<file path="src/rtl/tcw_pkg.sv">
`default_nettype none
// ---------------------------------------------------------------------------
// tcw_pkg: shared types and constants of the text console cell writer
// Payload structs, command and status groups between controller and
// datapath, register indexes, mode codes and the cell formatting function.
// ---------------------------------------------------------------------------
package tcw_pkg;

  localparam int unsigned DEFAULT_ROWS    = 25;
  localparam int unsigned DEFAULT_COLUMNS = 80;

  localparam int unsigned CELL_W       = 16;
  localparam int unsigned ROW_OUT_W    = 5;
  localparam int unsigned COL_OUT_W    = 7;
  localparam int unsigned OFS_OUT_W    = 11;
  localparam int unsigned CFG_IDX_W    = 2;
  localparam int unsigned CFG_DATA_W   = 4;

  localparam logic [7:0] CHAR_SPACE   = 8'h20;
  localparam logic [7:0] CHAR_NEWLINE = 8'h0a;

  localparam logic [3:0] RESET_BG        = 4'h0;
  localparam logic [3:0] RESET_FG        = 4'hf;
  localparam logic       RESET_CURSOR_EN = 1'b1;

  // Register indexes of the configuration port
  localparam logic [CFG_IDX_W-1:0] REG_BG        = 2'd0;
  localparam logic [CFG_IDX_W-1:0] REG_FG        = 2'd1;
  localparam logic [CFG_IDX_W-1:0] REG_CURSOR_EN = 2'd2;

  // Operation codes of the mode field
  localparam logic [1:0] MODE_PUT   = 2'd0;
  localparam logic [1:0] MODE_CLEAR = 2'd1;
  localparam logic [1:0] MODE_READ  = 2'd2;

  typedef struct packed {
    logic [1:0] mode;
    logic [7:0] char_code;
    logic       last_char;
    logic [4:0] cell_row;
    logic [6:0] cell_col;
  } in_item_t;

  typedef struct packed {
    logic [ROW_OUT_W-1:0] cursor_row;
    logic [COL_OUT_W-1:0] cursor_col;
    logic [OFS_OUT_W-1:0] cursor_offset;
    logic                 cursor_update;
    logic [CELL_W-1:0]    read_cell;
    logic                 scrolled;
  } out_item_t;

  typedef enum logic [1:0] {
    CUR_HOLD = 2'd0,
    CUR_ADV  = 2'd1,
    CUR_NL   = 2'd2,
    CUR_HOME = 2'd3
  } cur_op_t;

  typedef enum logic [2:0] {
    WS_NONE     = 3'd0,
    WS_IN_CHAR  = 3'd1,
    WS_REQ_CHAR = 3'd2,
    WS_COPY     = 3'd3,
    WS_BLANK    = 3'd4
  } wr_src_t;

  typedef struct packed {
    logic    start;
    cur_op_t cur_op;
    wr_src_t wr_src;
    logic    rd_walk;
    logic    walk_inc;
    logic    walk_clr;
    logic    set_scrolled;
    logic    blank_load;
    logic    cell_load;
    logic    out_load;
  } tcw_cmd_t;

  typedef struct packed {
    logic in_put;
    logic in_nl;
    logic in_clear;
    logic in_read;
    logic in_read_ok;
    logic col_full;
    logic last_row;
    logic walk_last_copy;
    logic walk_last;
    logic out_free;
  } tcw_status_t;

  localparam logic [CELL_W-1:0] RESET_CELL = {RESET_BG, RESET_FG, CHAR_SPACE};

  function automatic logic [CELL_W-1:0] make_cell(input logic [3:0] bg,
                                                  input logic [3:0] fg,
                                                  input logic [7:0] ch);
    return {bg, fg, ch};
  endfunction

endpackage
`default_nettype wire

</file>
<file path="src/rtl/tcw_ctrl.sv">
`default_nettype none
// ---------------------------------------------------------------------------
// tcw_ctrl: controller of the text console cell writer
// Sequences character writes, reads, scroll copies and blanking walks.
// ---------------------------------------------------------------------------
module tcw_ctrl (
  input  wire logic                 clk,
  input  wire logic                 rst,
  input  wire logic                 in_valid,
  output logic                      in_ready,
  input  wire tcw_pkg::tcw_status_t status,
  output tcw_pkg::tcw_cmd_t         cmd
);
  import tcw_pkg::*;

  typedef enum logic [7:0] {
    ST_INIT    = 8'b0000_0001,
    ST_IDLE    = 8'b0000_0010,
    ST_READ    = 8'b0000_0100,
    ST_SCRL_RD = 8'b0000_1000,
    ST_SCRL_WR = 8'b0001_0000,
    ST_FILL    = 8'b0010_0000,
    ST_PUT     = 8'b0100_0000,
    ST_DONE    = 8'b1000_0000
  } state_t;

  state_t state, state_next;
  logic   pend_put, pend_put_next;

  always_ff @(posedge clk) begin
    if (rst) begin
      state    <= ST_INIT;
      pend_put <= 1'b0;
    end else begin
      state    <= state_next;
      pend_put <= pend_put_next;
    end
  end

  always_comb begin
    cmd           = '0;
    in_ready      = 1'b0;
    state_next    = state;
    pend_put_next = pend_put;
    unique case (state)
      ST_INIT: begin
        cmd.wr_src = WS_BLANK;
        if (status.walk_last) begin
          cmd.walk_clr = 1'b1;
          state_next   = ST_IDLE;
        end else begin
          cmd.walk_inc = 1'b1;
        end
      end
      ST_IDLE: begin
        in_ready = 1'b1;
        if (in_valid) begin
          cmd.start     = 1'b1;
          pend_put_next = 1'b0;
          if (status.in_put) begin
            if (status.in_nl || status.col_full) begin
              cmd.cur_op = CUR_NL;
              if (status.last_row) begin
                // Leaving the last row: scroll first, then finish the step.
                cmd.set_scrolled = 1'b1;
                cmd.blank_load   = 1'b1;
                pend_put_next    = !status.in_nl;
                state_next       = ST_SCRL_RD;
              end else begin
                state_next = status.in_nl ? ST_DONE : ST_PUT;
              end
            end else begin
              cmd.wr_src = WS_IN_CHAR;
              cmd.cur_op = CUR_ADV;
              state_next = ST_DONE;
            end
          end else if (status.in_clear) begin
            cmd.cur_op     = CUR_HOME;
            cmd.blank_load = 1'b1;
            state_next     = ST_FILL;
          end else if (status.in_read && status.in_read_ok) begin
            state_next = ST_READ;
          end else begin
            state_next = ST_DONE;
          end
        end
      end
      ST_READ: begin
        cmd.cell_load = 1'b1;
        state_next    = ST_DONE;
      end
      ST_SCRL_RD: begin
        cmd.rd_walk = 1'b1;
        state_next  = ST_SCRL_WR;
      end
      ST_SCRL_WR: begin
        cmd.wr_src   = WS_COPY;
        cmd.walk_inc = 1'b1;
        state_next   = status.walk_last_copy ? ST_FILL : ST_SCRL_RD;
      end
      ST_FILL: begin
        cmd.wr_src = WS_BLANK;
        if (status.walk_last) begin
          cmd.walk_clr = 1'b1;
          state_next   = pend_put ? ST_PUT : ST_DONE;
        end else begin
          cmd.walk_inc = 1'b1;
        end
      end
      ST_PUT: begin
        cmd.wr_src    = WS_REQ_CHAR;
        cmd.cur_op    = CUR_ADV;
        pend_put_next = 1'b0;
        state_next    = ST_DONE;
      end
      ST_DONE: begin
        if (status.out_free) begin
          cmd.out_load = 1'b1;
          state_next   = ST_IDLE;
        end
      end
      default: begin
        state_next = ST_IDLE;
      end
    endcase
  end

endmodule
`default_nettype wire

</file>
<file path="config.mk">
export PLATFORM = sky130hd
export DESIGN_NAME = tcw_ctrl
export DESIGN_NICKNAME = d
export VERILOG_FILES = /design/src/rtl/tcw_pkg.sv /design/src/rtl/tcw_ctrl.sv
export SDC_FILE = /design/constraint.sdc
export NUM_CORES = 1
export LEC_CHECK = 0
export BUFFER_PORTS_ARGS = -buffer_cell sky130_fd_sc_hd__buf_2
export CELL_PAD_IN_SITES_DETAIL_PLACEMENT = 0
export CELL_PAD_IN_SITES_GLOBAL_PLACEMENT = 1
export CORE_MARGIN = 5
export CORE_UTILIZATION = 34
export CTS_CLUSTER_DIAMETER = 200
export CTS_CLUSTER_SIZE = 14
export DETAILED_ROUTE_END_ITERATION = 6
export PLACE_DENSITY_LB_ADDON = 0.12
export SLEW_MARGIN = 5
export SYNTH_ARGS = -nofsm -noshare
export SYNTH_HDL_FRONTEND = slang
export SYNTH_SLANG_ARGS = --single-unit
</file>
<file path="constraint.sdc">
create_clock -name clk -period 1.79 [get_ports clk]
set_input_delay 0.179 -clock clk [delete_from_list [all_inputs] [get_ports clk]]
set_output_delay 0.179 -clock clk [all_outputs]
set_load 0.01 [all_outputs]
</file>
==> impl_metrics.tcl <==
set metrics [dict create \
    status "completed" \
    final.setup_skew_ps 6.94 \
    min_period_over_period_pct 95.6 \
    yosys.area.top_type "dfxtp_1" \
    crit_type "register to output pin" \
    yosysSeqAreaShare_pct 23.5 \
    worst_path_max_delay_cell "dfxtp_4" \
    synth_common_cells "inv_1 (12), nor2_1 (11), dfxtp_1 (9)" \
    grt_pass1_wl_um 3630 \
    cp.arrival_ps 1530 \
    die_y_um 57.5 \
    cts_tree "yes" \
    antenna_left 0 \
    fin_crit_ps 1710 \
    drive_above_1_share_pct 45.6 \
    cp_top_family "simple AND/OR/NAND/NOR gates" \
    wl_per_cell_um 13.2 \
    cp.required_ps 1610 \
    max_freq_mhz 584 \
    hpwl_um 1710 \
    critical_path_buf_inv_count 3 \
    setup_viol 0 \
    p_leak_nw 0.489 \
    n_fill_cell 249 \
    irDropWorstVdd_v 0.000221 \
    max_cap_viol_count 0 \
    cts_buffers 3 \
    nets 150 \
    yosysWarnings 0 \
    grt_pass1_vias 792 \
    wl_um 2160 \
    vias_per_cell 5.06 \
    place_area_um2 942 \
    die_width_um 57.5 \
    vias 830 \
    multi_input_area_um2 553 \
    mappedNetlistArea_um2 766 \
    slew_violations 0 \
    clk-insertion-delay-late_ps 260 \
    start_util_pct 35.0 \
    diodes 0 \
    end_kind "output pin" \
    cp_slowest_stage_delay_ps 360 \
    tightestPinTransition_ps 394 \
    ys_top_cells_by_area "dfxtp_1 (24%), nor4_4 (8.3%), inv_1 (5.9%), nor2_1 (5.4%), nor3b_1 (3.9%)" \
    core-area_um2 2190 \
    worstPathMaxFanout 4 \
    clock-sinks 9 \
    cp-start-kind "register" \
    regArea_um2 194 \
    design_area_um2 1070 \
    synth.top_cell.area_share_pct 23.5 \
    path_clk_slew_ps 70 \
    rrSetupSlack_ps 140 \
    ios 27 \
    synth_most_common_cell "inv_1" \
    hold_class "primary input to register" \
    synth.avg_cell_area_um2 7.73 \
    cts-htree-levels 1 \
    worst_slack_ps 78.8 \
    drt-pass1-iter-count 3 \
    io_buffers 26 \
    place_congestion 0.813 \
    synth-edff-count 0 \
    whs_ps 154 \
    dieArea_um2 3300 \
    cts_root_buf "clkbuf_4" \
    drt-initial-drc-count 8 \
    syn2layout_area_growth_pct 39.7 \
    power_per_cell_area_nw_per_um2 491 \
    setup_tns_ps 0 \
    crit_path_cell_trace "nor4_4 > buf_4 > buf_6 > nand4b_1 > nor2_1 > buf_2" \
    finalHoldViolCount 0 \
    synth_flop_cell "dfxtp_1" \
    grt_overflow 0 \
    synthArstFlopShare_pct 0 \
    drc 0 \
    cts_buffer_depth 2 \
    dp_worst_setup_slack_ps 44.9 \
    rsz0062_at_grt "true" \
    synth_cells 99 \
    syn_nets 112 \
    track_usage_pct 14.1 \
    fp-row-count 17 \
    grt_antenna_before_repair 0 \
    synth.distinct_cells 34 \
    ys_seq_elements 9 \
    utilization_pct 48.8 \
    slew_headroom_pct 73.5 \
    grt_max_degree 11 \
]
## power breakdown
part | leakage, nW | switching, mW | internal [mW]
clock network | 0.0150 | 0.0720 | 0.0858
registers | 0.0765 | 0.0150 | 0.204
logic | 0.398 | 0.0826 | 0.0655
## metrics by stage
step	instances	power, mW
after global placement	154	0.362
after floorplan	99	0.307
after CTS	159	0.527
after global routing	164	0.558
after detailed placement	154	0.363
final	164	0.525
## final cells by class
type,instances,share of cell area (%)
multi-input combinational,74,51.7
tap,28,3.27
timing repair buffer,37,20.2
inverter,12,4.21
sequential,9,18.1
clock buffer,4,2.46
## repair_timing
item | in CTS | in global routing
endpoints found under the setup margin | 8 | 13
resized for setup | 5 | 14
setup buffers | 1 | 5
pin swaps | 1 | 6
hold buffers | 0 | 0
cloned | 0 | 0
## final timing paths
kind | startpoint | end | cells after the start
setup reg to reg | state[2]$_SDFFE_PP0P_ | state[7]$_SDFFE_PP0P_ | 7
hold / removal | status[5] | state[2]$_SDFFE_PP0P_ | 3
hold reg to reg | pend_put$_SDFFE_PP0P_ | state[6]$_SDFFE_PP0P_ | 2
setup / recovery | state[4]$_SDFFE_PP0P_ | cmd[0] | 6
## registers in the layout, summed over array words and instances, names as in the netlist
register	count
state	8
pend_put	1
## per-layer routing
metal	up-vias	GRT usage, %	wire (um)
met5	-	0	0
met4	0	7.28	34
met3	2	2.94	104
met2	22	23.5	1030
met1	376	16.8	989
li1	430	-	-
## placed cells by master, fill, tap and decap left out, drive strengths merged
cell / count
xnor2: 1
o2111ai: 1
or3b: 1
nor2: 11
o211ai: 2
xor2: 3
and4: 1
o22ai: 2
mux2i: 1
a22oi: 1
nand2: 7
nor3b: 4
nor3: 4
nand4b: 3
nor4: 4
a21oi: 6
o21ai: 8
nand3: 3
nor4b: 2
buf: 37
inv: 12
nand2b: 2
o22a: 2
nor2b: 1
dfxtp: 9
or2: 1
clkbuf: 4
a41o: 1
o32ai: 1
nand4: 1
## worst register-to-register path, delay by kind of cell (launching register included)
kind	cells	cell delay [ps]
AO/OA/AOI/OAI	3	370
buffers and inverters	2	280
flip-flops	1	450
AND/OR/NAND/NOR	2	470
## kinds of logic after synthesis
group                     count (synthesis)  synth area share [%]
AOI/OAI and AO/OA                        24                  21.6
buffers and inverters                    16                  9.31
and+or+nand+nor                          45                  39.7
muxes                                     1                  1.31
DFF                                       9                  23.5
xor gates and xnor gates                  4                  4.58
No activity file was read; power rests on OpenSTA's default activity.
